File: config.mk
export PLATFORM = sky130hd
export DESIGN_NAME = amr_face_stencil_entry_gen
export DESIGN_NICKNAME = d
export VERILOG_FILES = /design/src/afsg_pkg.sv /design/src/afsg_rem_pipe.sv /design/src/afsg_addr_pipe.sv /design/src/afsg_entry_seq.sv /design/src/amr_face_stencil_entry_gen.sv
export SDC_FILE = /design/constraint.sdc
export NUM_CORES = 2
export LEC_CHECK = 0
export BUFFER_PORTS_ARGS = -buffer_cell sky130_fd_sc_hd__buf_4
export CORE_ASPECT_RATIO = 0.8
export CORE_UTILIZATION = 45
export CTS_CLUSTER_DIAMETER = 150
export DETAILED_ROUTE_END_ITERATION = 10
export PLACE_DENSITY = 0.63
export SLEW_MARGIN = 40
export SYNTH_ARGS = -nofsm -noshare
export SYNTH_HDL_FRONTEND = slang
export SYNTH_SLANG_ARGS = --single-unit
File: constraint.sdc
create_clock -name clk -period 12.2 [get_ports clk]
set_input_delay 3.05 -clock clk [delete_from_list [all_inputs] [get_ports clk]]
set_output_delay 3.05 -clock clk [all_outputs]
set_load 0.02 [all_outputs]
File: src/afsg_pkg.sv
// ----------------------------------------------------------------------------
// AFSG package
// Shared widths, codes and types of the face stencil entry generator.
// ----------------------------------------------------------------------------
package afsg_pkg;

  localparam int IDX_W     = 34;  // matrix row and column indexes
  localparam int SIZE_W    = 7;   // cells per patch along one axis
  localparam int AREA_W    = 2 * SIZE_W;
  localparam int CELL_W    = 3 * SIZE_W;
  localparam int PIDX_W    = 16;
  localparam int COORD_W   = 6;
  localparam int COEF_W    = 4;
  localparam int KIND_W    = 3;
  localparam int SIDE_W    = 3;
  localparam int DELTA_W   = 16;  // signed column step between partner cells
  localparam int CFG_IDX_W = 2;

  localparam logic [SIZE_W-1:0] SIZE_RESET = 7'd16;

  // Configuration register indexes
  localparam logic [CFG_IDX_W-1:0] CFG_SIZE_X = 2'd0;
  localparam logic [CFG_IDX_W-1:0] CFG_SIZE_Y = 2'd1;
  localparam logic [CFG_IDX_W-1:0] CFG_SIZE_Z = 2'd2;

  // Face codes; only the highest legal one is needed by name
  localparam logic [SIDE_W-1:0] SIDE_TOP = 3'd5;

  // Axis normal to the face, taken from the upper bits of the face code
  localparam logic [1:0] AXIS_X = 2'd0;
  localparam logic [1:0] AXIS_Y = 2'd1;
  localparam logic [1:0] AXIS_Z = 2'd2;

  // Neighbour kinds
  localparam logic [KIND_W-1:0] KIND_DIRICHLET = 3'd0;
  localparam logic [KIND_W-1:0] KIND_NEUMANN   = 3'd1;
  localparam logic [KIND_W-1:0] KIND_SAME      = 3'd2;
  localparam logic [KIND_W-1:0] KIND_COARSE    = 3'd3;
  localparam logic [KIND_W-1:0] KIND_FINE      = 3'd4;

  // Coefficients in units of 1/(6 h^2)
  localparam logic signed [COEF_W-1:0] COEF_DIRICHLET   = -4'sd6;
  localparam logic signed [COEF_W-1:0] COEF_NEUMANN     = 4'sd6;
  localparam logic signed [COEF_W-1:0] COEF_SAME        = 4'sd6;
  localparam logic signed [COEF_W-1:0] COEF_CRS_SELF    = 4'sd5;
  localparam logic signed [COEF_W-1:0] COEF_CRS_PARTNER = -4'sd1;
  localparam logic signed [COEF_W-1:0] COEF_CRS_CELL    = 4'sd4;
  localparam logic signed [COEF_W-1:0] COEF_FINE_SELF   = -4'sd2;
  localparam logic signed [COEF_W-1:0] COEF_FINE_CELL   = 4'sd2;

  typedef struct packed {
    logic [SIZE_W-1:0] x;
    logic [SIZE_W-1:0] y;
    logic [SIZE_W-1:0] z;
  } afsg_size_t;

  // Stage advance strobes shared by the address pipeline and the remainder unit
  typedef struct packed {
    logic b;
    logic c;
    logic d;
  } afsg_pipe_en_t;

  // One face cell, reduced to what the entry sequencer needs
  typedef struct packed {
    logic [KIND_W-1:0]  kind;
    logic [IDX_W-1:0]   row;
    logic [IDX_W-1:0]   bcol;   // neighbour base column
    logic [DELTA_W-1:0] dsx;    // signed step to the x partner
    logic [DELTA_W-1:0] dsy;    // signed step to the y partner
    logic [DELTA_W-1:0] dxy;    // dsx + dsy
  } afsg_item_t;

endpackage

File: src/afsg_rem_pipe.sv
// ----------------------------------------------------------------------------
// AFSG remainder pipeline
// Two-lane restoring remainder, two quotient bits per stage over three stages.
// ----------------------------------------------------------------------------
module afsg_rem_pipe import afsg_pkg::*; (
  input  logic                clk,
  input  afsg_pipe_en_t       en,
  input  logic [COORD_W-1:0]  num_x,
  input  logic [COORD_W-1:0]  num_y,
  input  logic [COORD_W-1:0]  den_x,
  input  logic [COORD_W-1:0]  den_y,
  output logic [COORD_W-1:0]  rem_x,
  output logic [COORD_W-1:0]  rem_y
);

  // A zero divisor subtracts nothing, so the remainder comes out as the
  // dividend itself.
  function automatic logic [COORD_W-1:0] rem_step(input logic [COORD_W-1:0] r,
                                                  input logic b,
                                                  input logic [COORD_W-1:0] d);
    logic [COORD_W:0] t;
    t = {r, b};
    if (t >= {1'b0, d}) begin
      return COORD_W'(t - {1'b0, d});
    end
    return t[COORD_W-1:0];
  endfunction

  logic [COORD_W-1:0] num [2];
  logic [COORD_W-1:0] den [2];

  logic [COORD_W-1:0] r1_nxt [2];
  logic [COORD_W-1:0] r2_nxt [2];
  logic [COORD_W-1:0] r3_nxt [2];

  logic [COORD_W-1:0] r1_r   [2];
  logic [3:0]         num1_r [2];
  logic [COORD_W-1:0] den1_r [2];
  logic [COORD_W-1:0] r2_r   [2];
  logic [1:0]         num2_r [2];
  logic [COORD_W-1:0] den2_r [2];
  logic [COORD_W-1:0] r3_r   [2];

  assign num[0] = num_x;
  assign num[1] = num_y;
  assign den[0] = den_x;
  assign den[1] = den_y;

  always_comb begin
    for (int l = 0; l < 2; l++) begin
      r1_nxt[l] = rem_step(rem_step('0, num[l][5], den[l]), num[l][4], den[l]);
      r2_nxt[l] = rem_step(rem_step(r1_r[l], num1_r[l][3], den1_r[l]),
                           num1_r[l][2], den1_r[l]);
      r3_nxt[l] = rem_step(rem_step(r2_r[l], num2_r[l][1], den2_r[l]),
                           num2_r[l][0], den2_r[l]);
    end
  end

  always_ff @(posedge clk) begin
    for (int l = 0; l < 2; l++) begin
      if (en.b) begin
        r1_r[l]   <= r1_nxt[l];
        num1_r[l] <= num[l][3:0];
        den1_r[l] <= den[l];
      end
      if (en.c) begin
        r2_r[l]   <= r2_nxt[l];
        num2_r[l] <= num1_r[l][1:0];
        den2_r[l] <= den1_r[l];
      end
      if (en.d) begin
        r3_r[l] <= r3_nxt[l];
      end
    end
  end

  assign rem_x = r3_r[0];
  assign rem_y = r3_r[1];

endmodule

File: src/afsg_addr_pipe.sv
// ----------------------------------------------------------------------------
// AFSG address pipeline
// Five register stages that turn one face cell into its row, neighbour base
// column and partner steps.
// ----------------------------------------------------------------------------
module afsg_addr_pipe import afsg_pkg::*; (
  input  logic                clk,
  input  logic                rst_n,
  input  afsg_size_t          size,
  input  logic                in_valid,
  output logic                in_ready,
  input  logic [SIDE_W-1:0]   side,
  input  logic [KIND_W-1:0]   kind,
  input  logic [PIDX_W-1:0]   patch_index,
  input  logic [PIDX_W-1:0]   nbr_index_a,
  input  logic [PIDX_W-1:0]   nbr_index_b,
  input  logic [PIDX_W-1:0]   nbr_index_c,
  input  logic [PIDX_W-1:0]   nbr_index_d,
  input  logic [1:0]          coarse_quadrant,
  input  logic [COORD_W-1:0]  face_x,
  input  logic [COORD_W-1:0]  face_y,
  output logic                item_valid,
  input  logic                item_ready,
  output afsg_item_t          item
);

  logic en_a, en_b, en_c, en_d, en_e;
  afsg_pipe_en_t rem_en;

  // ---------------- stage A: captured input ----------------
  logic               a_v_r, a_v_nxt;
  logic [SIDE_W-1:0]  a_side_r;
  logic [KIND_W-1:0]  a_kind_r;
  logic [PIDX_W-1:0]  a_pidx_r;
  logic [PIDX_W-1:0]  a_nb_r [4];
  logic [1:0]         a_quad_r;
  logic [COORD_W-1:0] a_xi_r, a_yi_r;

  // ---------------- stage B ----------------
  logic               b_v_r;
  logic [KIND_W-1:0]  b_kind_r;
  logic [1:0]         b_axis_r;
  logic               b_odd_r;
  logic [PIDX_W-1:0]  b_pidx_r;
  logic [PIDX_W-1:0]  b_nb_r, b_nb_nxt;
  logic [COORD_W-1:0] b_xi_r, b_yi_r;
  logic [SIZE_W-1:0]  b_cx_r, b_cx_nxt, b_cy_r, b_cy_nxt;
  logic [AREA_W-1:0]  b_n01_r, b_n01_nxt;
  logic signed [15:0] b_m1_r, b_m1_nxt;
  logic               b_negx_r, b_negy_r;

  // ---------------- stage C ----------------
  logic               c_v_r;
  logic [KIND_W-1:0]  c_kind_r;
  logic               c_odd_r;
  logic [PIDX_W-1:0]  c_pidx_r, c_nb_r;
  logic [COORD_W-1:0] c_xi_r, c_yi_r;
  logic [SIZE_W-1:0]  c_cx_r, c_cy_r;
  logic [CELL_W-1:0]  c_cell_r, c_cell_nxt;
  logic [SIZE_W-1:0]  c_sx_r, c_sx_nxt;
  logic [AREA_W-1:0]  c_sy_r, c_sy_nxt;
  logic [IDX_W-1:0]   c_off_r, c_off_nxt;
  logic               c_negx_r, c_negy_r;

  // ---------------- stage D ----------------
  logic               d_v_r;
  logic [KIND_W-1:0]  d_kind_r;
  logic               d_odd_r;
  logic [IDX_W-1:0]   d_pc_r, d_nc_r, d_off_r;
  logic [21:0]        d_t2_r, d_t2_nxt;
  logic [SIZE_W-1:0]  d_sx_r;
  logic [AREA_W-1:0]  d_sy_r;
  logic [COORD_W-1:0] d_xi_r, d_yi_r;
  logic [SIZE_W-1:0]  d_cx_r, d_cy_r;
  logic [DELTA_W-1:0] d_dsx_r, d_dsx_nxt, d_dsy_r, d_dsy_nxt, d_dxy_r, d_dxy_nxt;

  // ---------------- stage E ----------------
  logic               e_v_r;
  logic [KIND_W-1:0]  e_kind_r;
  logic [IDX_W-1:0]   e_t1_r, e_t1_nxt, e_u1_r, e_u1_nxt;
  logic [21:0]        e_t2_r, e_u2_r, e_u2_nxt;
  logic [DELTA_W-1:0] e_dsx_r, e_dsy_r, e_dxy_r;

  // Combinational helpers
  logic [1:0]          a_axis;
  logic [SIZE_W-1:0]   nx, ny;
  logic [COORD_W-1:0]  hx, hy;
  logic [1:0]          quad_sel;
  logic [SIZE_W:0]     cx_sum, cy_sum;
  logic signed [7:0]   dec0, dec1, dec2;
  logic signed [22:0]  m2;
  logic [PIDX_W+CELL_W-1:0] pc_full, nc_full;
  logic [12:0]         sxxi;
  logic [19:0]         syyi;
  logic signed [DELTA_W-1:0] sx_s, sy_s;
  logic [COORD_W-1:0]  rem_x, rem_y;
  logic [SIZE_W-1:0]   bx, by;
  logic [13:0]         sxbx;
  logic [20:0]         syby;
  logic [IDX_W-1:0]    start_off, nbr_off;

  // Stages advance independently so bubbles are squeezed out under stall.
  assign en_e     = !e_v_r || item_ready;
  assign en_d     = !d_v_r || en_e;
  assign en_c     = !c_v_r || en_d;
  assign en_b     = !b_v_r || en_c;
  assign en_a     = !a_v_r || en_b;
  assign in_ready = en_a;

  assign rem_en.b = en_b;
  assign rem_en.c = en_c;
  assign rem_en.d = en_d;

  // Items with an unused face or kind code yield nothing and are dropped here.
  assign a_v_nxt = in_valid && (side <= SIDE_TOP) && (kind <= KIND_FINE);

  // ---------------- A -> B ----------------
  assign a_axis = a_side_r[2:1];

  always_comb begin
    unique case (a_axis)
      AXIS_X: begin
        nx = size.y;
        ny = size.z;
      end
      AXIS_Y: begin
        nx = size.x;
        ny = size.z;
      end
      default: begin
        nx = size.x;
        ny = size.y;
      end
    endcase
  end

  assign hx       = nx[SIZE_W-1:1];
  assign hy       = ny[SIZE_W-1:1];
  assign quad_sel = {a_yi_r >= hy, a_xi_r >= hx};
  assign b_nb_nxt = (a_kind_r == KIND_FINE) ? a_nb_r[quad_sel] : a_nb_r[0];

  assign cx_sum   = {2'b00, a_xi_r} + {1'b0, nx};
  assign cy_sum   = {2'b00, a_yi_r} + {1'b0, ny};
  assign b_cx_nxt = a_quad_r[0] ? cx_sum[SIZE_W:1] : {2'b00, a_xi_r[COORD_W-1:1]};
  assign b_cy_nxt = a_quad_r[1] ? cy_sum[SIZE_W:1] : {2'b00, a_yi_r[COORD_W-1:1]};

  assign b_n01_nxt = size.x * size.y;
  assign dec1      = $signed({1'b0, size.y}) - 8'sd1;
  assign b_m1_nxt  = dec1 * $signed({1'b0, size.x});

  // ---------------- B -> C ----------------
  assign c_cell_nxt = b_n01_r * size.z;
  assign c_sx_nxt   = (b_axis_r == AXIS_X) ? size.x : SIZE_W'(1);
  assign c_sy_nxt   = (b_axis_r == AXIS_Z) ? {{SIZE_W{1'b0}}, size.x} : b_n01_r;
  assign dec0       = $signed({1'b0, size.x}) - 8'sd1;
  assign dec2       = $signed({1'b0, size.z}) - 8'sd1;
  assign m2         = dec2 * $signed({1'b0, b_n01_r});

  // Offset of the far face along the normal axis; wraps when a size is zero.
  always_comb begin
    unique case (b_axis_r)
      AXIS_X:  c_off_nxt = IDX_W'(dec0);
      AXIS_Y:  c_off_nxt = IDX_W'(b_m1_r);
      default: c_off_nxt = IDX_W'(m2);
    endcase
  end

  // ---------------- C -> D ----------------
  assign pc_full   = c_pidx_r * c_cell_r;
  assign nc_full   = c_nb_r * c_cell_r;
  assign sxxi      = c_sx_r * c_xi_r;
  assign syyi      = c_sy_r * c_yi_r;
  assign d_t2_nxt  = 22'(sxxi) + 22'(syyi);
  assign sx_s      = $signed({{(DELTA_W-SIZE_W){1'b0}}, c_sx_r});
  assign sy_s      = $signed({{(DELTA_W-AREA_W){1'b0}}, c_sy_r});
  assign d_dsx_nxt = c_negx_r ? -sx_s : sx_s;
  assign d_dsy_nxt = c_negy_r ? -sy_s : sy_s;
  assign d_dxy_nxt = d_dsx_nxt + d_dsy_nxt;

  // ---------------- D -> E ----------------
  assign start_off = d_odd_r ? d_off_r : '0;
  assign nbr_off   = d_odd_r ? '0 : d_off_r;
  assign e_t1_nxt  = d_pc_r + start_off;
  assign e_u1_nxt  = d_nc_r + nbr_off;

  always_comb begin
    unique case (d_kind_r)
      KIND_COARSE: begin
        bx = d_cx_r;
        by = d_cy_r;
      end
      KIND_FINE: begin
        bx = {rem_x, 1'b0};
        by = {rem_y, 1'b0};
      end
      default: begin
        bx = {1'b0, d_xi_r};
        by = {1'b0, d_yi_r};
      end
    endcase
  end

  assign sxbx     = d_sx_r * bx;
  assign syby     = d_sy_r * by;
  assign e_u2_nxt = 22'(sxbx) + 22'(syby);

  // ---------------- E -> item ----------------
  assign item_valid = e_v_r;
  assign item.kind  = e_kind_r;
  assign item.row   = e_t1_r + IDX_W'(e_t2_r);
  assign item.bcol  = e_u1_r + IDX_W'(e_u2_r);
  assign item.dsx   = e_dsx_r;
  assign item.dsy   = e_dsy_r;
  assign item.dxy   = e_dxy_r;

  afsg_rem_pipe u_rem (
    .clk   (clk),
    .en    (rem_en),
    .num_x (a_xi_r),
    .num_y (a_yi_r),
    .den_x (hx),
    .den_y (hy),
    .rem_x (rem_x),
    .rem_y (rem_y)
  );

  // Valid bits
  always_ff @(posedge clk) begin
    if (!rst_n) begin
      a_v_r <= 1'b0;
      b_v_r <= 1'b0;
      c_v_r <= 1'b0;
      d_v_r <= 1'b0;
      e_v_r <= 1'b0;
    end else begin
      if (en_a) a_v_r <= a_v_nxt;
      if (en_b) b_v_r <= a_v_r;
      if (en_c) c_v_r <= b_v_r;
      if (en_d) d_v_r <= c_v_r;
      if (en_e) e_v_r <= d_v_r;
    end
  end

  // Payload
  always_ff @(posedge clk) begin
    if (en_a) begin
      a_side_r <= side;
      a_kind_r <= kind;
      a_pidx_r <= patch_index;
      a_nb_r[0] <= nbr_index_a;
      a_nb_r[1] <= nbr_index_b;
      a_nb_r[2] <= nbr_index_c;
      a_nb_r[3] <= nbr_index_d;
      a_quad_r <= coarse_quadrant;
      a_xi_r   <= face_x;
      a_yi_r   <= face_y;
    end
    if (en_b) begin
      b_kind_r <= a_kind_r;
      b_axis_r <= a_axis;
      b_odd_r  <= a_side_r[0];
      b_pidx_r <= a_pidx_r;
      b_nb_r   <= b_nb_nxt;
      b_xi_r   <= a_xi_r;
      b_yi_r   <= a_yi_r;
      b_cx_r   <= b_cx_nxt;
      b_cy_r   <= b_cy_nxt;
      b_n01_r  <= b_n01_nxt;
      b_m1_r   <= b_m1_nxt;
      b_negx_r <= (a_kind_r == KIND_COARSE) && a_xi_r[0];
      b_negy_r <= (a_kind_r == KIND_COARSE) && a_yi_r[0];
    end
    if (en_c) begin
      c_kind_r <= b_kind_r;
      c_odd_r  <= b_odd_r;
      c_pidx_r <= b_pidx_r;
      c_nb_r   <= b_nb_r;
      c_xi_r   <= b_xi_r;
      c_yi_r   <= b_yi_r;
      c_cx_r   <= b_cx_r;
      c_cy_r   <= b_cy_r;
      c_cell_r <= c_cell_nxt;
      c_sx_r   <= c_sx_nxt;
      c_sy_r   <= c_sy_nxt;
      c_off_r  <= c_off_nxt;
      c_negx_r <= b_negx_r;
      c_negy_r <= b_negy_r;
    end
    if (en_d) begin
      d_kind_r <= c_kind_r;
      d_odd_r  <= c_odd_r;
      d_pc_r   <= pc_full[IDX_W-1:0];
      d_nc_r   <= nc_full[IDX_W-1:0];
      d_off_r  <= c_off_r;
      d_t2_r   <= d_t2_nxt;
      d_sx_r   <= c_sx_r;
      d_sy_r   <= c_sy_r;
      d_xi_r   <= c_xi_r;
      d_yi_r   <= c_yi_r;
      d_cx_r   <= c_cx_r;
      d_cy_r   <= c_cy_r;
      d_dsx_r  <= d_dsx_nxt;
      d_dsy_r  <= d_dsy_nxt;
      d_dxy_r  <= d_dxy_nxt;
    end
    if (en_e) begin
      e_kind_r <= d_kind_r;
      e_t1_r   <= e_t1_nxt;
      e_t2_r   <= d_t2_r;
      e_u1_r   <= e_u1_nxt;
      e_u2_r   <= e_u2_nxt;
      e_dsx_r  <= d_dsx_r;
      e_dsy_r  <= d_dsy_r;
      e_dxy_r  <= d_dxy_r;
    end
  end

endmodule

File: src/afsg_entry_seq.sv
// ----------------------------------------------------------------------------
// AFSG entry sequencer
// Holds one face cell and issues its one or five matrix entries through a
// registered output.
// ----------------------------------------------------------------------------
module afsg_entry_seq import afsg_pkg::*; (
  input  logic                      clk,
  input  logic                      rst_n,
  input  logic                      item_valid,
  output logic                      item_ready,
  input  afsg_item_t                item,
  output logic                      out_valid,
  input  logic                      out_ready,
  output logic [IDX_W-1:0]          out_row,
  output logic [IDX_W-1:0]          out_col,
  output logic signed [COEF_W-1:0]  out_coeff,
  output logic                      out_last
);

  localparam logic [1:0] OFS_NONE = 2'd0;
  localparam logic [1:0] OFS_X    = 2'd1;
  localparam logic [1:0] OFS_Y    = 2'd2;
  localparam logic [1:0] OFS_XY   = 2'd3;

  localparam logic [2:0] LAST_K = 3'd4;

  logic        h_v_r, h_v_nxt;
  afsg_item_t  h_item_r;
  logic [2:0]  h_k_r, h_k_nxt;

  logic                     o_v_r, o_v_nxt;
  logic [IDX_W-1:0]         o_row_r, o_col_r, col_nxt;
  logic signed [COEF_W-1:0] o_coef_r, coef_nxt;
  logic                     o_last_r, last_nxt;

  logic             emit, use_b;
  logic [1:0]       ofs_sel;
  logic [IDX_W-1:0] ofs_val;

  assign emit       = h_v_r && (!o_v_r || out_ready);
  assign item_ready = !h_v_r || (emit && last_nxt);

  // Entry k of the held cell: coefficient, base column and partner step.
  always_comb begin
    coef_nxt = COEF_DIRICHLET;
    use_b    = 1'b0;
    ofs_sel  = OFS_NONE;
    last_nxt = 1'b1;
    unique case (h_item_r.kind)
      KIND_DIRICHLET: coef_nxt = COEF_DIRICHLET;
      KIND_NEUMANN:   coef_nxt = COEF_NEUMANN;
      KIND_SAME: begin
        coef_nxt = COEF_SAME;
        use_b    = 1'b1;
      end
      KIND_COARSE: begin
        last_nxt = (h_k_r == LAST_K);
        unique case (h_k_r)
          3'd0: coef_nxt = COEF_CRS_SELF;
          3'd1: begin
            coef_nxt = COEF_CRS_PARTNER;
            ofs_sel  = OFS_X;
          end
          3'd2: begin
            coef_nxt = COEF_CRS_PARTNER;
            ofs_sel  = OFS_Y;
          end
          3'd3: begin
            coef_nxt = COEF_CRS_PARTNER;
            ofs_sel  = OFS_XY;
          end
          default: begin
            coef_nxt = COEF_CRS_CELL;
            use_b    = 1'b1;
          end
        endcase
      end
      KIND_FINE: begin
        last_nxt = (h_k_r == LAST_K);
        unique case (h_k_r)
          3'd0: coef_nxt = COEF_FINE_SELF;
          3'd1: begin
            coef_nxt = COEF_FINE_CELL;
            use_b    = 1'b1;
          end
          3'd2: begin
            coef_nxt = COEF_FINE_CELL;
            use_b    = 1'b1;
            ofs_sel  = OFS_X;
          end
          3'd3: begin
            coef_nxt = COEF_FINE_CELL;
            use_b    = 1'b1;
            ofs_sel  = OFS_Y;
          end
          default: begin
            coef_nxt = COEF_FINE_CELL;
            use_b    = 1'b1;
            ofs_sel  = OFS_XY;
          end
        endcase
      end
      default: coef_nxt = COEF_DIRICHLET;
    endcase
  end

  always_comb begin
    unique case (ofs_sel)
      OFS_NONE: ofs_val = '0;
      OFS_X:    ofs_val = {{(IDX_W-DELTA_W){h_item_r.dsx[DELTA_W-1]}}, h_item_r.dsx};
      OFS_Y:    ofs_val = {{(IDX_W-DELTA_W){h_item_r.dsy[DELTA_W-1]}}, h_item_r.dsy};
      default:  ofs_val = {{(IDX_W-DELTA_W){h_item_r.dxy[DELTA_W-1]}}, h_item_r.dxy};
    endcase
  end

  assign col_nxt = (use_b ? h_item_r.bcol : h_item_r.row) + ofs_val;

  always_comb begin
    h_v_nxt = h_v_r;
    h_k_nxt = h_k_r;
    if (item_ready) begin
      h_v_nxt = item_valid;
      h_k_nxt = '0;
    end else if (emit) begin
      h_k_nxt = h_k_r + 3'd1;
    end
  end

  // The output register frees itself on a transfer and reloads in the same cycle.
  assign o_v_nxt = emit || (o_v_r && !out_ready);

  always_ff @(posedge clk) begin
    if (!rst_n) begin
      h_v_r <= 1'b0;
      h_k_r <= '0;
      o_v_r <= 1'b0;
    end else begin
      h_v_r <= h_v_nxt;
      h_k_r <= h_k_nxt;
      o_v_r <= o_v_nxt;
    end
  end

  always_ff @(posedge clk) begin
    if (item_ready) begin
      h_item_r <= item;
    end
    if (emit) begin
      o_row_r  <= h_item_r.row;
      o_col_r  <= col_nxt;
      o_coef_r <= coef_nxt;
      o_last_r <= last_nxt;
    end
  end

  assign out_valid = o_v_r;
  assign out_row   = o_row_r;
  assign out_col   = o_col_r;
  assign out_coeff = o_coef_r;
  assign out_last  = o_last_r;

endmodule

File: src/amr_face_stencil_entry_gen.sv
// ----------------------------------------------------------------------------
// AMR face stencil entry generator
// Matrix entries of the ghost cell beyond one face cell of a 3-D patch.
// ----------------------------------------------------------------------------
// Usage:
//   The input stream carries one face cell per transfer: face and neighbour
//   kind in in_tuser, indexes, coarse quadrant and face coordinates in
//   in_tdata. The output stream carries one matrix entry per transfer, with
//   out_tlast marking the final entry of a cell. Dirichlet, Neumann and
//   same-level cells give one entry; coarse and fine cells give five.
//   Cells with an unused face or kind code are taken and give no entries.
//   The first entry of a cell reaches out_tvalid through the capture
//   register, the four address stages behind it, and the sequencer's
//   holding and output registers. While out_tready is high the sequencer
//   issues one entry per cycle, so the block takes one cell per cycle for
//   single-entry kinds and one coarse or fine cell per five entries. The
//   size registers are to be written through the cfg port while no cell
//   is in flight; the block does not enforce it. Reset sets each to 16 and
//   empties every stage. With out_tready low the entry stays put, the stages
//   fill behind it until in_tready drops, and nothing is lost or repeated.
// ----------------------------------------------------------------------------
module amr_face_stencil_entry_gen import afsg_pkg::*; (
  input  logic                  clk,
  input  logic                  rst_n,
  // Input stream
  input  logic                  in_tvalid,
  output logic                  in_tready,
  // tdata: patch_index[15:0], nbr_index_a[31:16], nbr_index_b[47:32],
  //        nbr_index_c[63:48], nbr_index_d[79:64], coarse_quadrant[81:80],
  //        face_x[87:82], face_y[93:88], zero padding[95:94]
  input  logic [95:0]           in_tdata,
  // tuser: side[2:0], nbr_kind[5:3]
  input  logic [5:0]            in_tuser,
  // Output stream
  output logic                  out_tvalid,
  input  logic                  out_tready,
  // tdata: row_index[33:0], col_index[67:34], coeff_sixths[71:68]
  output logic [71:0]           out_tdata,
  output logic                  out_tlast,
  // Configuration
  input  logic                  cfg_wr_en,
  input  logic [CFG_IDX_W-1:0]  cfg_index,
  input  logic [SIZE_W-1:0]     cfg_wdata
);

  afsg_size_t size_r, size_nxt;

  logic       item_valid, item_ready;
  afsg_item_t item;

  logic [IDX_W-1:0]         out_row, out_col;
  logic signed [COEF_W-1:0] out_coeff;

  // Sizes are kept even: the low bit of every write is dropped.
  always_comb begin
    size_nxt = size_r;
    if (cfg_wr_en) begin
      unique case (cfg_index)
        CFG_SIZE_X: size_nxt.x = {cfg_wdata[SIZE_W-1:1], 1'b0};
        CFG_SIZE_Y: size_nxt.y = {cfg_wdata[SIZE_W-1:1], 1'b0};
        CFG_SIZE_Z: size_nxt.z = {cfg_wdata[SIZE_W-1:1], 1'b0};
        default:    size_nxt   = size_r;
      endcase
    end
  end

  always_ff @(posedge clk) begin
    if (!rst_n) begin
      size_r.x <= SIZE_RESET;
      size_r.y <= SIZE_RESET;
      size_r.z <= SIZE_RESET;
    end else begin
      size_r <= size_nxt;
    end
  end

  afsg_addr_pipe u_addr (
    .clk             (clk),
    .rst_n           (rst_n),
    .size            (size_r),
    .in_valid        (in_tvalid),
    .in_ready        (in_tready),
    .side            (in_tuser[2:0]),
    .kind            (in_tuser[5:3]),
    .patch_index     (in_tdata[15:0]),
    .nbr_index_a     (in_tdata[31:16]),
    .nbr_index_b     (in_tdata[47:32]),
    .nbr_index_c     (in_tdata[63:48]),
    .nbr_index_d     (in_tdata[79:64]),
    .coarse_quadrant (in_tdata[81:80]),
    .face_x          (in_tdata[87:82]),
    .face_y          (in_tdata[93:88]),
    .item_valid      (item_valid),
    .item_ready      (item_ready),
    .item            (item)
  );

  afsg_entry_seq u_seq (
    .clk        (clk),
    .rst_n      (rst_n),
    .item_valid (item_valid),
    .item_ready (item_ready),
    .item       (item),
    .out_valid  (out_tvalid),
    .out_ready  (out_tready),
    .out_row    (out_row),
    .out_col    (out_col),
    .out_coeff  (out_coeff),
    .out_last   (out_tlast)
  );

  assign out_tdata = {out_coeff, out_col, out_row};

endmodule

# --- After elaboration in Yosys (flattened, before gate mapping) ---
# Memories as Yosys holds them, arrays and structs flattened.
# Cells that the tools add are included.
classes:
  add_sub_neg: 28
  multipliers: 10
  magnitude_cmp: 16
  eq_ne: 19
  muxes: 69
  bitwise_logic: 1
  n_reduce_logical: 38
op_table:
  columns: ["cell", "n"]
  rows:
  - ["two-way mux 6 bit", 24]
  - ["adder 34 bit", 3]
  - ["two-way mux 34 bit", 3]
  - ["one-hot mux 34 bit (3 select lines)", 1]
  - [">= comparator 7 x 6 -> 1 bit", 10]
  - ["adder 34 x 22 -> 34 bit", 2]
  - ["one-hot mux 34 bit (2 select lines)", 1]
  - ["multiplier 16 x 18 -> 31 bit", 2]
  - ["subtractor 6 bit", 10]
  - ["two-way mux 16 bit", 3]
  - ["one-hot mux 7 bit (2 select lines)", 2]
  - ["subtractor 7 x 1 -> 8 bit, second input constant", 3]
  - ["two-way mux 1 bit", 23]
  - ["adder 14 x 21 -> 22 bit", 1]
  - ["adder 13 x 20 -> 21 bit", 1]
  - ["multiplier 8 x 13 -> 21 bit", 1]
  - ["two-way mux 7 bit", 3]
  - ["multiplier 13 x 7 -> 20 bit", 1]
  - ["multiplier 13 x 6 -> 19 bit", 1]
  - ["equality test 3 x 2 -> 1 bit, second input constant", 6]
  - ["multiplier 12 x 6 -> 18 bit", 1]
  - ["adder 16 bit", 1]
  - ["adder 6 x 7 -> 8 bit", 2]
  - ["negator 14 -> 16 bit", 1]
  - ["31 further kinds", 75]
word_totals:
  register_bits: 868
  ram_bits: 136
  input_bits: 116
  mem_count: 8
memory_table:
  columns: ["name", "depth", "width", "read_ports", "rd_ports_with_merged_regs", "wr", "line", "text"]
  rows:
  - ["u_addr.a_nb_r", 4, 16, 2, 0, 4, "afsg_addr_pipe.sv:35", "logic [PIDX_W-1:0] a_nb_r [4];"]
  - ["u_addr.u_rem.den1_r", 2, 6, 2, 0, 2, "afsg_rem_pipe.sv:38", "logic [COORD_W-1:0] den1_r [2];"]
  - ["u_addr.u_rem.den2_r", 2, 6, 2, 0, 2, "afsg_rem_pipe.sv:41", "logic [COORD_W-1:0] den2_r [2];"]
  - ["u_addr.u_rem.r1_r", 2, 6, 2, 0, 2, "afsg_rem_pipe.sv:36", "logic [COORD_W-1:0] r1_r [2];"]
  - ["u_addr.u_rem.r2_r", 2, 6, 2, 0, 2, "afsg_rem_pipe.sv:39", "logic [COORD_W-1:0] r2_r [2];"]
  - ["u_addr.u_rem.r3_r", 2, 6, 2, 0, 2, "afsg_rem_pipe.sv:42", "logic [COORD_W-1:0] r3_r [2];"]
  - ["+2 memories", null, null, null, null, null, null, null]

# --- Longest topological paths before layout ---
depth:
  ltp_word: 12
  ltp_mapped: 36

# --- Cells and area by module ---
# A second synthesis with hierarchy kept.
hier_totals:
  hier_cells: 7983
  hier_area_um2: 85618.4
by_module_without_submodules:
  columns: ["module", "instances", "cells_each", "area_per_inst_um2"]
  rows:
  - ["afsg_addr_pipe", 1, 6783, 70612.7]
  - ["afsg_entry_seq", 1, 615, 8757.1]
  - ["afsg_rem_pipe", 1, 516, 5554.1]
  - ["amr_face_stencil_entry_gen", 1, 69, 694.4]

# --- Worst setup path before layout ---
# OpenSTA, ideal clock, no wires.
synth_timing:
  path_kind: "input port to output port"
  from: "input port out_tready"
  to: "output port in_tready"
  arrival_time_ps: 6322
  required_ps: 9150
  setup_slack_ps: 2828
  stages: 5
  path_buffers: 0
  cell_sequence: "nand2b_1 > a21oi_1 > and3_1 > and2_1 > nand3_1"
synth_between:
  elab_chain_len: 9
synth_rtl:
  columns: ["element", "line", "text"]
  rows:
  - ["from (decl)", "amr_face_stencil_entry_gen.sv:36", "input logic out_tready,"]
  - ["logical OR 1 bit", "afsg_entry_seq.sv:40", "assign emit = h_v_r && (!o_v_r || out_ready);"]
  - ["logical AND 1 bit", "afsg_entry_seq.sv:40", null]
  - ["logical AND 1 bit", "afsg_entry_seq.sv:41", "assign item_ready = !h_v_r || (emit && last_nxt);"]
  - ["logical OR 1 bit", "afsg_entry_seq.sv:41", null]
  - ["logical OR 1 bit", "afsg_addr_pipe.sv:103", "assign en_e = !e_v_r || item_ready;"]
  - ["logical OR 1 bit", "afsg_addr_pipe.sv:104", "assign en_d = !d_v_r || en_e;"]
  - ["logical OR 1 bit", "afsg_addr_pipe.sv:105", "assign en_c = !c_v_r || en_d;"]
  - ["logical OR 1 bit", "afsg_addr_pipe.sv:106", "assign en_b = !b_v_r || en_c;"]
  - ["logical OR 1 bit", "afsg_addr_pipe.sv:107", "assign en_a = !a_v_r || en_b;"]
  - ["to (decl)", "amr_face_stencil_entry_gen.sv:27", "output logic in_tready,"]
# Every way passes these cells.

# --- Worst setup path after layout ---
layout_timing:
  from: "register u_addr.d_kind_r[0]"
  to: "register u_addr.e_u2_r[20], data pin"
layout_between:
  elab_chain_len: 4
layout_rtl:
  columns: ["element", "line", "text"]
  rows:
  - ["from (decl)", "afsg_addr_pipe.sv:67", "logic [KIND_W-1:0] d_kind_r;"]
  - ["from (signal assigned)", "afsg_addr_pipe.sv:290", "d_kind_r <= c_kind_r;"]
  - ["equality test 3 bit or equality test 3 x 2 -> 1 bit (tied branches)", "afsg_addr_pipe.sv:187", "unique case (d_kind_r)"]
  - ["one-hot mux 7 bit (2 select lines)", "afsg_addr_pipe.sv:187", null]
  - ["multiplier 13 x 7 -> 20 bit or multiplier 7 x 7 -> 14 bit (tied branches)", "afsg_addr_pipe.sv:204, afsg_addr_pipe.sv:203", null]
  - ["adder 14 x 21 -> 22 bit (*)", "afsg_addr_pipe.sv:205", "assign e_u2_nxt = 22'(sxbx) + 22'(syby);"]
  - ["via u_addr.e_u2_nxt[20]", "afsg_addr_pipe.sv:81", "logic [21:0] e_t2_r, e_u2_r, e_u2_nxt;"]
  - ["to (signal assigned)", "afsg_addr_pipe.sv:311", "e_u2_r <= e_u2_nxt;"]
  - ["to (decl)", "afsg_addr_pipe.sv:81", null]
# Mark *: on every way through the listed nets, which the timed path passes. The rest lies on a longest branch.
# A chain may end at the register's enable or synchronous reset.

==> metrics.txt <==
core area=between 150,000 and 200,000 µm²; gp weighted congestion=between 0.8 and 0.9; Critical Path Start Type=flip-flop; Slew headroom=between 30 and 40%; initial antenna violation count=8; combinational group share of total power=roughly 36%; mean post-synth cell area=10.9 µm²; router iterations before antenna repair=6; clock period minus worst slack=~8800 ps; Synth area leaders=edfxtp_1 36%, fa_1 20%, ha_1 11%; global route overflow=0; post-synth net total=between 8,000 and 9,000; HP Class=reg -> reg; routed wire length on met2=a little under 80 mm; CP Max Fanout=13; first-pass GRT wire length=between 200 and 300 mm; Pint=roughly 7.8 mW; Main synth FF type=edfxtp_1; sequential power share=between 30% and 40%; placed cell count=9,435; share of Yosys cell area claimed by the top area cell type=a little over a third; row count=about 140; Crit. End Element=flip-flop; GRT Overall Usage=between 20% and 30%; drt drc=0; Post-Syn Instances=approximately 7,100; Reg clk slew, reported paths=60 ps; sequential share of the synthesized area=a little over a third; Clock power frac=25.4%; Slowest-stage cell, CP=edfxtp_1; max_cap viols=0; vias post-DR=around 50,000; Detail Route met3 WL=~14 mm; Max clock buf depth=3; drt via density=5.34; DRT iter0 DRCs=roughly 4,200; postcts setup bufs=0; Synth top cells by count=1,030 x inv_1, 919 x edfxtp_1, 864 x nand2_1, 778 x fa_1, 681 x ha_1; Routed Antenna Nets=0; Final WS setup=~3400 ps; highest metal used=met4; setup TNS=0 ps; share of cells above drive strength 1=roughly 7.8%; Slew Limit Fails=0; Critical Path AT=~9300 ps; drt total wl=around 190 mm; Net Switching=around 4.3 mW; Synth Warn #=0; final std cells w/o fill=around 9,600; Area Growth Syn to Fin=9.59%; DIE AREA=roughly 170,000 µm²; status=complete, no violations; largest net degree at the start of global routing=98; max incr delay on CP=710 ps; post-synth top area cell=edfxtp_1; Post-synth EDFFs=between 900 and 1,000; Clock Sinks=~950; vias in the first global route=52,700; Tcrit/Tclk final=between 70% and 80%; Num CTS Buffers=100; die width=467 µm; Distinct cells, synth=roughly 90; Slew @ Worst Pin=between 900 and 1000 ps; initial core utilization=45.3%; Buffers on Ports=between 150 and 200; FF-to-FF Start=u_addr.d_kind_r[0]; Required @ worst endpoint=about 13,000 ps; static leakage=roughly 40 nW; root buf cell=clkbuf_16; Final Hold Fails=0; Resize count post-CTS=0; clk_skew=roughly 40 ps; RSZ-0062 raised after global routing=false; Setup CP Type=reg -> reg; Power Density=143 nW/µm²; ys async rst share=0%; Max IR drop VDD=between 0.1 and 0.15 mV; Final HPWL DP=~140 mm; # nets final=between 8,000 and 9,000; HP Start=u_addr.c_kind_r[0]; most numerous cell in the Yosys netlist=inv_1; die height=approximately 370 µm; cell area after synthesis=just under 80,000 µm²; I/O pins=between 150 and 200; # H-tree levels=3; pre-CTS setup slack=3490 ps; Clk Latency, worst-skew pair=750 ps; crit-path most repeated cell=fa_1; routed len/inst=19.3 µm; switching share of power=between 30% and 40%; CTS Hold Bufs=0; Seq cells post-synth=947; Max Freq=between 100 and 150 MHz; DRT met1 WL=~90 mm; Critical Path Start=u_addr.d_kind_r[0]; CTS tree=built; setup violators final=0
-- layout make-up --
class	instances	area, µm²
clock inverter	69	746
clock buffer	116	2560
multi-input combinational	4934	45000
antenna	2	5.00
tap	2277	2850
timing repair buffer	251	1970
fill	15200	86500
sequential	947	28200
inverter	1032	3890
-- flip-flops by register name (all words and copies together) (netlist names), 18 cells and up --
register	cells
u_addr.a_nb_r	64
u_addr.e_u1_r	34
u_addr.d_nc_r	31
u_seq.h_item_r	114
u_addr.e_t2_r	21
u_addr.d_off_r	23
u_addr.e_u2_r	22
u_addr.e_t1_r	34
u_addr.d_t2_r	21
size_r	18
u_seq.out_col	34
u_addr.c_cell_r	18
u_addr.c_off_r	23
u_seq.out_row	34
u_addr.d_pc_r	31
-- power by group through the flow --
| stage | registers, mW | clock network, mW | logic [mW] |
|---|---|---|---|
| after detailed placement | 4.74 | 0 | 4.34 |
| after global routing | 4.72 | 3.28 | 4.94 |
| after floorplan | 4.47 | 0 | 3.28 |
| after global placement | 4.73 | 0 | 4.24 |
| after CTS | 4.67 | 3.17 | 4.38 |
| final | 4.67 | 3.08 | 4.40 |
-- metal layers --
metal / global-route usage (%) / up-vias
met5: 0 / -
met3: 4.37 / 196
li1: - / 24000
met4: 4.14 / 0
met2: 31.7 / 1562
met1: 33.1 / 25600
-- logic make-up after synthesis --
group                    synth area share (%)
AO/OA/AOI/OAI                            8.12
XOR/XNOR                                 4.31
adder cells (fa/ha/maj)                  31.0
buffers and inverters                    6.10
flip-flops                               36.2
multiplexers                             1.79
AND/OR/NAND/NOR                          12.4
-- worst max-delay path, delay by kind of cell, from the launching register on --
family | cells | cell delay [ps]
AOI/OAI and AO/OA | 9 | 2060
xor gates and xnor gates | 1 | 70
adders and majority gates | 9 | 3760
buffers and inverters | 6 | 620
DFF | 1 | 710
muxes | 1 | 390
and+or+nand+nor | 5 | 900
-- layout by cell type, fill, tap and decap left out, types with 110 or more instances in the layout --
cell and count:
edfxtp_1 919, ha_1 681, buf_4 238, and2_1 420, a21oi_1 260, nor2b_1 112, inv_1 1027, nor2_1 265
a21o_1 110, o21ai_0 170, xnor2_1 284, fa_1 778, nand2_1 862
-- per-stage QoR --
stage	hold slack [ps]	area [µm²]	utilization [%]	total power, mW
2_1_floorplan	400	77700	-	7.74
3_3_place_gp	400	81600	47.5	8.97
5_1_grt	393	85200	49.6	12.9
3_5_place_dp	405	81700	47.6	9.08
4_1_cts	392	85000	49.5	12.2
6_report	394	85200	49.6	12.2
-- path summary, 6_finish.rpt --
kind | end | slack (ps) | depth (start not counted)
worst max-delay path | u_addr.e_u2_r[20] | 3390 | 31
worst min-delay path | u_addr.d_kind_r[0] | 390 | 0
worst max register to register | u_addr.e_u2_r[20] | 3390 | 31
worst min register to register | u_addr.d_kind_r[0] | 390 | 0
(Power assumes the default switching activity.)
